===== config.mk =====
export PLATFORM = sky130hd
export DESIGN_NAME = order_pattern_histogram_unit
export DESIGN_NICKNAME = d
export VERILOG_FILES = /design/src/hdl/opat_pkg.sv /design/src/hdl/opat_pair_unit.sv /design/src/hdl/opat_hist_mem.sv /design/src/hdl/order_pattern_histogram_unit.sv
export SDC_FILE = /design/constraint.sdc
export NUM_CORES = 2
export LEC_CHECK = 0
export ABC_AREA = 0
export BUFFER_PORTS_ARGS = -buffer_cell sky130_fd_sc_hd__buf_2
export CAP_MARGIN = 40
export CORE_MARGIN = 5
export CORE_UTILIZATION = 37
export CTS_BUF_LIST = sky130_fd_sc_hd__clkbuf_16
export DETAILED_ROUTE_END_ITERATION = 16
export RECOVER_POWER = 100
export SLEW_MARGIN = 20
export SYNTH_ARGS = -nofsm -noshare
export SYNTH_HDL_FRONTEND = slang
export SYNTH_SLANG_ARGS = --single-unit

===== constraint.sdc =====
create_clock -name clock -period 10.52 [get_ports clock]
set_input_delay 0.526 -clock clock [delete_from_list [all_inputs] [get_ports clock]]
set_output_delay 0.526 -clock clock [all_outputs]
set_load 0.03 [all_outputs]

===== src/hdl/opat_pkg.sv =====
// Shared types, constants and helper functions for the order pattern histogram.
// No dependencies; imported by every module of the block.
package opat_pkg;

   localparam int NEIGH_MAX        = 4;
   localparam int NIDX_W           = 2;
   localparam int DATA_W           = 16;
   localparam int BIN_W            = 3;
   localparam int ADDR_W           = 8;
   localparam int PAT_W            = 5;
   localparam int WGT_W            = 3;
   localparam int CNT_W            = 2;
   localparam int REQ_DATA_W       = 80;
   localparam int RSP_DATA_W       = 24;
   localparam int SPATIAL_BINS_DEF = 6;
   localparam int NEIGHBOURS_DEF   = 4;

   localparam logic [DATA_W-1:0] THR_RESET = 16'd1285;
   localparam logic [DATA_W-1:0] ENTRY_MAX = 16'hFFFF;

   localparam logic ACT_ACCUM = 1'b0;
   localparam logic ACT_READ  = 1'b1;

   typedef enum logic [2:0] {
      ST_IDLE,
      ST_PAIRS,
      ST_RANK,
      ST_FETCH,
      ST_UPDATE
   } opat_state_type;

   typedef struct packed {
      logic              clear;
      logic              step;
      logic [NIDX_W-1:0] idx_a;
      logic [NIDX_W-1:0] idx_b;
   } opat_pair_ctrl_type;

   function automatic int factorial(int n);
      int f;
      f = 1;
      for (int k = 2; k <= NEIGH_MAX; k++) begin
         if (k <= n) f = f * k;
      end
      return f;
   endfunction

   // place value of a Lehmer digit at sorted position pos: (n-1-pos)!
   function automatic logic [PAT_W-1:0] fact_weight(int n, logic [NIDX_W-1:0] pos);
      int k;
      k = n - 1 - int'(pos);
      if (k < 0) return '0;
      return PAT_W'(factorial(k));
   endfunction

endpackage


===== src/hdl/opat_pair_unit.sv =====
// Shared pair compare unit: one subtract, abs and threshold compare per cycle.
// Accumulates rank positions, Lehmer digits and pair weight. Uses opat_pkg.
module opat_pair_unit #(
   parameter int NEIGHBOURS = opat_pkg::NEIGHBOURS_DEF
) (
   input  logic                           clock,
   input  logic                           reset,
   input  opat_pkg::opat_pair_ctrl_type   ctrl,
   input  logic [opat_pkg::DATA_W-1:0]    oper_a,
   input  logic [opat_pkg::DATA_W-1:0]    oper_b,
   input  logic [opat_pkg::DATA_W-1:0]    threshold,
   output logic [opat_pkg::PAT_W-1:0]     pattern,
   output logic [opat_pkg::WGT_W-1:0]     weight
);
   import opat_pkg::*;

   logic [CNT_W-1:0]  pos_ff [NEIGH_MAX];
   logic [CNT_W-1:0]  pos_in [NEIGH_MAX];
   logic [CNT_W-1:0]  cnt_ff [NEIGH_MAX];
   logic [CNT_W-1:0]  cnt_in [NEIGH_MAX];
   logic [WGT_W-1:0]  weight_ff;
   logic [WGT_W-1:0]  weight_in;
   logic [DATA_W:0]   diff;
   logic [DATA_W-1:0] abs_diff;
   logic              a_gt_b;
   logic [PAT_W-1:0]  pat_sum;

   always_comb begin
      diff     = {1'b0, oper_a} - {1'b0, oper_b};
      a_gt_b   = !diff[DATA_W] && (diff[DATA_W-1:0] != '0);
      abs_diff = diff[DATA_W] ? (~diff[DATA_W-1:0] + 1'b1) : diff[DATA_W-1:0];

      pos_in    = pos_ff;
      cnt_in    = cnt_ff;
      weight_in = weight_ff;
      if (ctrl.clear) begin
         for (int k = 0; k < NEIGH_MAX; k++) begin
            pos_in[k] = '0;
            cnt_in[k] = '0;
         end
         weight_in = '0;
      end else if (ctrl.step) begin
         // idx_a < idx_b; the later index goes first only if strictly smaller
         if (a_gt_b) begin
            pos_in[ctrl.idx_a] = pos_ff[ctrl.idx_a] + 1'b1;
            cnt_in[ctrl.idx_b] = cnt_ff[ctrl.idx_b] + 1'b1;
         end else begin
            pos_in[ctrl.idx_b] = pos_ff[ctrl.idx_b] + 1'b1;
         end
         if (abs_diff > threshold) weight_in = weight_ff + 1'b1;
      end
   end

   always_ff @(posedge clock) begin
      if (reset) begin
         for (int k = 0; k < NEIGH_MAX; k++) begin
            pos_ff[k] <= '0;
            cnt_ff[k] <= '0;
         end
         weight_ff <= '0;
      end else begin
         pos_ff    <= pos_in;
         cnt_ff    <= cnt_in;
         weight_ff <= weight_in;
      end
   end

   always_comb begin
      pat_sum = '0;
      for (int k = 0; k < NEIGH_MAX; k++) begin
         pat_sum = pat_sum
                 + PAT_W'({{(PAT_W-CNT_W){1'b0}}, cnt_ff[k]} * fact_weight(NEIGHBOURS, pos_ff[k]));
      end
   end

   assign pattern = pat_sum;
   assign weight  = weight_ff;

endmodule


===== src/hdl/opat_hist_mem.sv =====
// Histogram entry store: one write and one registered read per cycle.
// Per-entry valid bits give all-zero contents right after reset. Uses opat_pkg.
module opat_hist_mem #(
   parameter int DEPTH = opat_pkg::SPATIAL_BINS_DEF * 24,
   parameter int IDX_W = 8
) (
   input  logic                        clock,
   input  logic                        reset,
   input  logic                        rd_en,
   input  logic [IDX_W-1:0]            rd_idx,
   input  logic                        wr_en,
   input  logic [IDX_W-1:0]            wr_idx,
   input  logic [opat_pkg::DATA_W-1:0] wr_data,
   output logic [opat_pkg::DATA_W-1:0] rd_data
);
   import opat_pkg::*;

   logic [DATA_W-1:0] hist_ff [DEPTH];
   logic [DEPTH-1:0]  valid_ff;
   logic [DATA_W-1:0] rd_data_ff;
   logic              rd_valid_ff;

   always_ff @(posedge clock) begin
      if (wr_en) hist_ff[wr_idx] <= wr_data;
      if (rd_en) rd_data_ff <= hist_ff[rd_idx];
   end

   always_ff @(posedge clock) begin
      if (reset) begin
         valid_ff    <= '0;
         rd_valid_ff <= 1'b0;
      end else begin
         if (wr_en) valid_ff[wr_idx] <= 1'b1;
         if (rd_en) rd_valid_ff <= valid_ff[rd_idx];
      end
   end

   assign rd_data = rd_valid_ff ? rd_data_ff : '0;

endmodule


===== src/hdl/order_pattern_histogram_unit.sv =====
// Order pattern histogram: top level with sequencer, operand select and result register.
// Accumulate: the shared compare unit takes one pair per cycle, then the pattern is ranked,
// the entry fetched and updated, waiting for a free response slot; then back to idle.
// Read and clear: entry fetched, returned and cleared. Requests are taken only in idle.
// Synchronous reset: histogram reads as zero at once, threshold returns to 1285.
// Depends on opat_pkg, opat_pair_unit, opat_hist_mem.
module order_pattern_histogram_unit #(
   parameter int SPATIAL_BINS = opat_pkg::SPATIAL_BINS_DEF,
   parameter int NEIGHBOURS   = opat_pkg::NEIGHBOURS_DEF
) (
   input  logic                            clock,
   input  logic                            reset,
   input  logic                            req_tvalid,
   output logic                            req_tready,
   // neigh0[15:0] neigh1[31:16] neigh2[47:32] neigh3[63:48]
   // spatial_bin[66:64] read_address[74:67] zero[79:75]
   input  logic [opat_pkg::REQ_DATA_W-1:0] req_tdata,
   // action[0]
   input  logic                            req_tuser,
   output logic                            rsp_tvalid,
   input  logic                            rsp_tready,
   // pattern_index[4:0] pair_weight[7:5] entry_value[23:8]
   output logic [opat_pkg::RSP_DATA_W-1:0] rsp_tdata,
   input  logic                            csr_we,
   input  logic [opat_pkg::DATA_W-1:0]     csr_wdata
);
   import opat_pkg::*;

   localparam int PCOUNT = factorial(NEIGHBOURS);
   localparam int DEPTH  = SPATIAL_BINS * PCOUNT;
   localparam int MIDX_W = (DEPTH > 1) ? $clog2(DEPTH) : 1;
   localparam logic [NIDX_W-1:0] LAST_IDX = NIDX_W'(NEIGHBOURS - 1);
   localparam logic [NIDX_W-1:0] LAST_I   = NIDX_W'(NEIGHBOURS - 2);

   opat_state_type     state_ff, state_in;
   logic               action_ff, action_in;
   logic [DATA_W-1:0]  n0_ff, n0_in, n1_ff, n1_in, n2_ff, n2_in, n3_ff, n3_in;
   logic [BIN_W-1:0]   bin_ff, bin_in;
   logic [ADDR_W-1:0]  addr_ff, addr_in;
   logic               in_range_ff, in_range_in;
   logic [NIDX_W-1:0]  i_ff, i_in, j_ff, j_in;
   logic [PAT_W-1:0]   pattern_ff, pattern_in;
   logic [DATA_W-1:0]  thr_ff;
   logic               rsp_valid_ff, rsp_valid_in;
   logic [RSP_DATA_W-1:0] rsp_data_ff, rsp_data_in;

   opat_pair_ctrl_type pair_ctrl;
   logic [DATA_W-1:0]  oper_a, oper_b;
   logic [PAT_W-1:0]   pair_pattern;
   logic [WGT_W-1:0]   pair_weight;
   logic               mem_rd_en, mem_wr_en;
   logic [DATA_W-1:0]  mem_wr_data, mem_rd_data;
   logic [BIN_W-1:0]   bin_sat;
   logic [DATA_W:0]    acc_sum;
   logic [DATA_W-1:0]  entry_val;

   function automatic logic [DATA_W-1:0] pick(logic [NIDX_W-1:0] idx, logic [DATA_W-1:0] v0,
                                              logic [DATA_W-1:0] v1, logic [DATA_W-1:0] v2,
                                              logic [DATA_W-1:0] v3);
      case (idx)
         2'd0:    return v0;
         2'd1:    return v1;
         2'd2:    return v2;
         default: return v3;
      endcase
   endfunction

   assign oper_a = pick(i_ff, n0_ff, n1_ff, n2_ff, n3_ff);
   assign oper_b = pick(j_ff, n0_ff, n1_ff, n2_ff, n3_ff);

   assign bin_sat = ({1'b0, bin_ff} >= (BIN_W+1)'(SPATIAL_BINS)) ? BIN_W'(SPATIAL_BINS - 1)
                                                                  : bin_ff;
   assign acc_sum = {1'b0, mem_rd_data} + (DATA_W+1)'(pair_weight);

   always_comb begin
      state_in     = state_ff;
      action_in    = action_ff;
      n0_in        = n0_ff;
      n1_in        = n1_ff;
      n2_in        = n2_ff;
      n3_in        = n3_ff;
      bin_in       = bin_ff;
      addr_in      = addr_ff;
      in_range_in  = in_range_ff;
      i_in         = i_ff;
      j_in         = j_ff;
      pattern_in   = pattern_ff;
      rsp_valid_in = rsp_valid_ff && !rsp_tready;
      rsp_data_in  = rsp_data_ff;
      req_tready   = 1'b0;
      pair_ctrl    = '0;
      pair_ctrl.idx_a = i_ff;
      pair_ctrl.idx_b = j_ff;
      mem_rd_en    = 1'b0;
      mem_wr_en    = 1'b0;
      mem_wr_data  = '0;
      entry_val    = '0;

      case (state_ff)
         ST_IDLE: begin
            req_tready = 1'b1;
            if (req_tvalid) begin
               action_in       = req_tuser;
               n0_in           = req_tdata[15:0];
               n1_in           = req_tdata[31:16];
               n2_in           = req_tdata[47:32];
               n3_in           = req_tdata[63:48];
               bin_in          = req_tdata[66:64];
               pattern_in      = '0;
               i_in            = '0;
               j_in            = NIDX_W'(1);
               pair_ctrl.clear = 1'b1;
               if (req_tuser == ACT_READ) begin
                  addr_in     = req_tdata[74:67];
                  in_range_in = (9'(req_tdata[74:67]) < 9'(DEPTH));
                  state_in    = ST_FETCH;
               end else begin
                  state_in = ST_PAIRS;
               end
            end
         end
         ST_PAIRS: begin
            pair_ctrl.step = 1'b1;
            if (j_ff == LAST_IDX) begin
               if (i_ff == LAST_I) begin
                  state_in = ST_RANK;
               end else begin
                  i_in = i_ff + 1'b1;
                  j_in = i_ff + NIDX_W'(2);
               end
            end else begin
               j_in = j_ff + 1'b1;
            end
         end
         ST_RANK: begin
            pattern_in  = pair_pattern;
            addr_in     = ADDR_W'(bin_sat) * ADDR_W'(PCOUNT) + ADDR_W'(pair_pattern);
            in_range_in = 1'b1;
            state_in    = ST_FETCH;
         end
         ST_FETCH: begin
            mem_rd_en = in_range_ff;
            state_in  = ST_UPDATE;
         end
         ST_UPDATE: begin
            if (!in_range_ff) begin
               entry_val = '0;
            end else if (action_ff == ACT_READ) begin
               entry_val = mem_rd_data;
            end else begin
               entry_val = acc_sum[DATA_W] ? ENTRY_MAX : acc_sum[DATA_W-1:0];
            end
            if (!rsp_valid_ff || rsp_tready) begin
               mem_wr_en    = in_range_ff;
               mem_wr_data  = (action_ff == ACT_READ) ? '0 : entry_val;
               rsp_valid_in = 1'b1;
               rsp_data_in  = {entry_val, pair_weight, pattern_ff};
               state_in     = ST_IDLE;
            end
         end
         default: begin
            state_in = ST_IDLE;
         end
      endcase
   end

   always_ff @(posedge clock) begin
      if (reset) begin
         state_ff     <= ST_IDLE;
         rsp_valid_ff <= 1'b0;
         thr_ff       <= THR_RESET;
         i_ff         <= '0;
         j_ff         <= '0;
      end else begin
         state_ff     <= state_in;
         rsp_valid_ff <= rsp_valid_in;
         i_ff         <= i_in;
         j_ff         <= j_in;
         if (csr_we) thr_ff <= csr_wdata;
      end
   end

   always_ff @(posedge clock) begin
      action_ff   <= action_in;
      n0_ff       <= n0_in;
      n1_ff       <= n1_in;
      n2_ff       <= n2_in;
      n3_ff       <= n3_in;
      bin_ff      <= bin_in;
      addr_ff     <= addr_in;
      in_range_ff <= in_range_in;
      pattern_ff  <= pattern_in;
      rsp_data_ff <= rsp_data_in;
   end

   opat_pair_unit #(
      .NEIGHBOURS (NEIGHBOURS)
   ) u_pair (
      .clock     (clock),
      .reset     (reset),
      .ctrl      (pair_ctrl),
      .oper_a    (oper_a),
      .oper_b    (oper_b),
      .threshold (thr_ff),
      .pattern   (pair_pattern),
      .weight    (pair_weight)
   );

   opat_hist_mem #(
      .DEPTH (DEPTH),
      .IDX_W (MIDX_W)
   ) u_mem (
      .clock   (clock),
      .reset   (reset),
      .rd_en   (mem_rd_en),
      .rd_idx  (addr_ff[MIDX_W-1:0]),
      .wr_en   (mem_wr_en),
      .wr_idx  (addr_ff[MIDX_W-1:0]),
      .wr_data (mem_wr_data),
      .rd_data (mem_rd_data)
   );

   assign rsp_tvalid = rsp_valid_ff;
   assign rsp_tdata  = rsp_data_ff;

endmodule

Word-level counts from Yosys, hierarchy flattened
Memories as Yosys holds them, arrays and structs flattened. A register that Yosys moved wholly into a read port is not among the register bits. Index checks and enable logic that the tools add are counted.

Add/sub/neg operators: 18. $lt $le $gt $ge: 25. Bitwise logic cells: 4. Multipliers: 9. Equal/unequal tests: 16. Muxes and demuxes: 93. Div/mod/pow operators: 0. Shifts and indexed selects: 0. Reduce and logical (&&, ||, !) cells: 25.

Operators by type and width (count): less-or-equal comparator 3 x 32 -> 1 bit (first input constant) (8); bitwise OR 144 bit (1); less-or-equal comparator 4 x 32 -> 1 bit (first input constant) (4); < comparator 32 x 1 -> 1 bit (second input constant) (4); multiplier 32 x 3 -> 5 bit (second input constant) (4); two-way mux 16 bit (8); two-way mux 32 bit (4); case mux 16 bit (3 select lines) (2); two-way mux 5 bit (17); two-way mux 2 bit (19); bitwise mux 8 bit (3); two-way mux 8 bit (3); multiplier 2 x 5 -> 5 bit (4); two-way mux 1 bit (19); adder 16 x 3 -> 17 bit (1); subtractor 16 x 16 -> 17 bit (1); adder 16 x 1 -> 16 bit (second input constant) (1); greater-than comparator 16 bit (1); inverter 16 bit (1); case mux 8 bit (2 select lines) (1); nonzero test 16 bit (1); adder 5 bit (3); two-way mux 3 bit (5); case mux 3 bit (5 select lines) (1); 36 further kinds (74).

Register bits: 294. Bits in latches: 0. RAM bits: 2304. Memories: 1. Memory bits (read-only): 0. Output and inout bits: 26.

Memory list: u_mem.hist_ff (words 144, width 16, read ports 1, clocked after memory_dff 1, wr ports 1, line opat_hist_mem.sv:18) `logic [DATA_W-1:0] hist_ff [DEPTH];`.

Logic depth before layout (Yosys ltp)
Word-level depth: 14. Depth in mapped cells: 29.

Hierarchy
From an unflattened synthesis, not the netlist that was laid out.

Cells, all modules: 5152. Area, all modules: 103719.5 um2.

Modules (own cells, without submodules): opat_hist_mem (cells each 4244, instances 1, area an instance 94252.9 um2); order_pattern_histogram_unit (cells each 467, instances 1, area an instance 6005.8 um2); opat_pair_unit (cells each 441, instances 1, area an instance 3460.8 um2).

Worst setup path before layout
OpenSTA, ideal clock, no wires.

Kind: register to register. Start point: register u_mem.rd_valid_ff. End point: memory u_mem.hist_ff[0][14] (data pin). Path buffers: 2. Arrival time: 8.172 ns. Library setup time: 1.271 ns. Cell stages (with the launch flop): 15. Setup slack: 1.077 ns. Cells stage by stage: dfxtp_1 > clkbuf_1 > clkbuf_1 > and2_1 > ha_1 > inv_1 > fa_1 > inv_1 > a21oi_1 > or3_1 > nor3_1 > nand2_1 > nor2_1 > o21ai_0 > nor3_1.

Cells in the longest elaborated chain, start to end: 8.

Ends and longest elaborated chain: from (decl) (line opat_hist_mem.sv:21) `logic rd_valid_ff;`; from (signal assigned) (line opat_hist_mem.sv:34) `if (rd_en) rd_valid_ff <= valid_ff[rd_idx];`; two-way mux 16 bit * (line opat_hist_mem.sv:38) `assign rd_data = rd_valid_ff ? rd_data_ff : '0;`; adder 16 x 3 -> 17 bit (line order_pattern_histogram_unit.sv:73) `assign acc_sum = {1'b0, mem_rd_data} + (DATA_W+1)'(pair_weight);`; two-way mux 16 bit (line order_pattern_histogram_unit.sv:151) `entry_val = acc_sum[DATA_W] ? ENTRY_MAX : acc_sum[DATA_W-1:0];`; two-way mux 16 bit * (line order_pattern_histogram_unit.sv:148) `end else if (action_ff == ACT_READ) begin`; two-way mux 16 bit * (line order_pattern_histogram_unit.sv:146) `if (!in_range_ff) begin`; two-way mux 16 bit * (line order_pattern_histogram_unit.sv:155) `mem_wr_data = (action_ff == ACT_READ) ? '0 : entry_val;`; two-way mux 16 bit * (line order_pattern_histogram_unit.sv:153) `if (!rsp_valid_ff || rsp_tready) begin`; two-way mux 16 bit * (line order_pattern_histogram_unit.sv:99) `case (state_ff)`; net mem_wr_data[14] (line order_pattern_histogram_unit.sv:52) `logic [DATA_W-1:0] mem_wr_data, mem_rd_data;`; to (decl) (line opat_hist_mem.sv:18).

The timed path passes the listed nets; every way through them passes the cells marked *.

Worst setup path after layout
Start point: register u_mem.rd_valid_ff. End point: memory u_mem.hist_ff[97][9] (data pin).

Same word-level chain as after synthesis.

==> run metrics <==
area of the core=277000 µm²; drt initial violations=5549; WHS Endpoint=thr_ff[2]; # rows=193; FMAX=132 MHz; commonest non-fill, non-tap cell in the layout=edfxtp_1; ys async rst share=0; DR vias/cell=5.49; commonest cells after routing, fill and taps aside=edfxtp_1, mux4_2, nor2_1; CTS Buf Count=284; Yosys Warn Count=0; syn_nets=5137; DP Wirelength=145 mm; Die ar.=289000 µm²; DRC viols=0; failing checks=capacitance limit, slew limit; fin cells=9390; Finished Cell Area=119000 µm²; Critical Path AT=8.24 ns; crit path kind=flop to flop; crit path time final=7.58 ns; crit share post-route=0.720; largest net degree at the start of global routing=116; dpl cell area=110000 µm²; crit-path max FO=66; Congestion Overflow GR=0; Pleak=41.9 nW; post-CTS setup buffer count=0; Slew Viols, Final=2443; first-pass GRT wire length=369 mm; via count=51500; Fin Hold WS=0.193 ns; R2R setup slack=2.94 ns; PD cells=193 nW/µm²; Syn Area/Cell=20.8 µm²; CTS resizes=0; worst r2r path cells=14; pre-CTS WS=4.51 ns; port bufs=122; unrepaired setup endpoints after global routing=false; WL/cell=27.2 µm; WL final=255 mm; DR pass1 iterations=6; number of global-route vias before repair=52200; Setup-failing EPs final=0; reg2reg start=u_mem.rd_valid_ff; status=finished, violations left; maximum vdd drop=131 µV; CTS tree=done; dpl cells=8775; Antenna Nets Post-Route=0; hold path startpoint=csr_we; CP Launch Type=flop; Cell variety after synth=71; Slew HR=-1.52; prevailing post-synth register cell=edfxtp_1; Final Hold Vio Count=0; setup tns final=0 ns; share of cells above drive strength 1=0.253; Post-Syn Instances=4961; worst hold path depth=3; sequential-to-total area share from yosys stat=0.744; CTS max path bufs=4; Critical Path RT=11.19 ns; worst slew pin tran=3.79 ns; die width=538 µm; gp weighted congestion=0.840; I/O pins=128; clk_skew=0.0613 ns; r2r endpoint=u_mem.hist_ff[97][9]; Synth Cell Area=103000 µm²; Max-cap violations=84; clock slew at reported path FFs=0.06 ns; post-route setup slack=2.94 ns; Hold Path Class=input port to flop; H-tree depth=5; Seq cells post-synth=2614; final net count=5656; Clock Latency Late Sink=0.92 ns; CTS Root Cell=clkbuf_16; CP endpoint kind=flop; Post-synth EDFFs=2426; Clock Sinks=2614; chip height=538 µm; Initial Util=0.372; Area Growth Syn to Fin=15.3%; Total Routing Usage GR=0.175; antenna violations before repair=9
critical path, stage by stage, from the launching register on:
cell and delay [ns]:
dfxtp_1 0.70, and2_0 0.26, ha_1 0.18, inv_1 0.06, fa_1 0.40, inv_1 0.07
a21oi_1 0.09, or3_1 0.41, nor3_1 0.36, nand2_1 0.19, nor2_1 0.55, o21a_1 0.33
and2_0 2.69, buf_4 0.66, buf_12 0.25
final cells by class:
| cell class | count | area (µm²) |
|---|---|---|
| clock inverter | 194 | 1340 |
| fill | 23900 | 158000 |
| tap | 3705 | 4640 |
| clock buffer | 293 | 7330 |
| antenna | 4 | 10.0 |
| inverter | 83 | 312 |
| timing repair buffer | 500 | 3290 |
| multi-input combinational | 1997 | 25200 |
| sequential | 2614 | 76600 |
per-stage QoR:
step	utilization	total power, mW
after floorplan	-	13.1
after global placement	0.396	13.7
after detailed placement	0.396	13.7
after CTS	0.432	23.1
after global routing	0.429	23.7
final	0.429	22.9
sequential cells by signal, indices dropped and copies added (netlist names), 16 cells and up:
| signal | count |
|---|---|
| n3_ff | 16 |
| thr_ff | 16 |
| n1_ff | 16 |
| n0_ff | 16 |
| u_mem.hist_ff | 2304 |
| u_mem.rd_data_ff | 16 |
| n2_ff | 16 |
| rsp_tdata | 24 |
| u_mem.valid_ff | 144 |
layer usage:
| metal | vias to the layer above | GRT usage | wire length (µm) |
|---|---|---|---|
| li1 | 21400 | - | - |
| met1 | 27600 | 0.246 | 106000 |
| met2 | 2109 | 0.276 | 121000 |
| met3 | 418 | 0.0338 | 20100 |
| met4 | 0 | 0.0567 | 8070 |
| met5 | - | 0 | 0 |
how the worst max path moves through the flow:
| stage | end | cells past startpoint | from |
|---|---|---|---|
| after global placement | u_pair.weight[1] | 26 | j_ff[0] |
| after CTS | u_pair.weight[1] | 26 | j_ff[0] |
| after floorplan | u_mem.hist_ff[0][14] | 14 | u_mem.rd_valid_ff |
| final | u_mem.hist_ff[97][9] | 14 | u_mem.rd_valid_ff |
| after detailed placement | u_pair.weight[1] | 26 | j_ff[0] |
| after global routing | u_mem.hist_ff[137][9] | 14 | u_mem.rd_valid_ff |
report_power, final:
group	internal (mW)	switching [mW]	total [mW]
Clock	5.48	3.87	9.35
Sequential	11.3	0.0641	11.3
Combinational	0.870	1.30	2.17
Total	17.6	5.24	22.9
logic make-up (layout without fill, tap and decap cells):
group	count (synthesis)	in the layout	share of synthesized area
flops	2614	2614	0.744
mux	863	863	0.179
simple gates	787	787	0.0326
buf+inv	350	1070	0.0133
compound gates	229	229	0.0166
fa+ha+maj	74	74	0.0102
xor+xnor	44	44	0.00374
other cells	0	4	0
synthesized netlist by cell type (33+ instances only):
cell | instances | share of area
nand2_1 | 114 | 0.0042
a222oi_1 | 33 | 0.0032
a21oi_1 | 35 | 0.0017
buf_1 | 63 | 0.0023
mux4_2 | 781 | 0.17
clkbuf_1 | 171 | 0.0062
edfxtp_1 | 2426 | 0.71
mux2i_1 | 49 | 0.0048
inv_1 | 82 | 0.0030
dfxtp_1 | 188 | 0.037
nor2_1 | 503 | 0.018
ha_1 | 57 | 0.0069
o21ai_0 | 33 | 0.0016
what timing repair did:
action / 4_1_cts / 5_1_grt
hold endpoints to repair: 98 / 0
setup endpoints to repair: 0 / 0
hold buffers: 106 / 0
No activity file was read; power rests on OpenSTA's default activity.
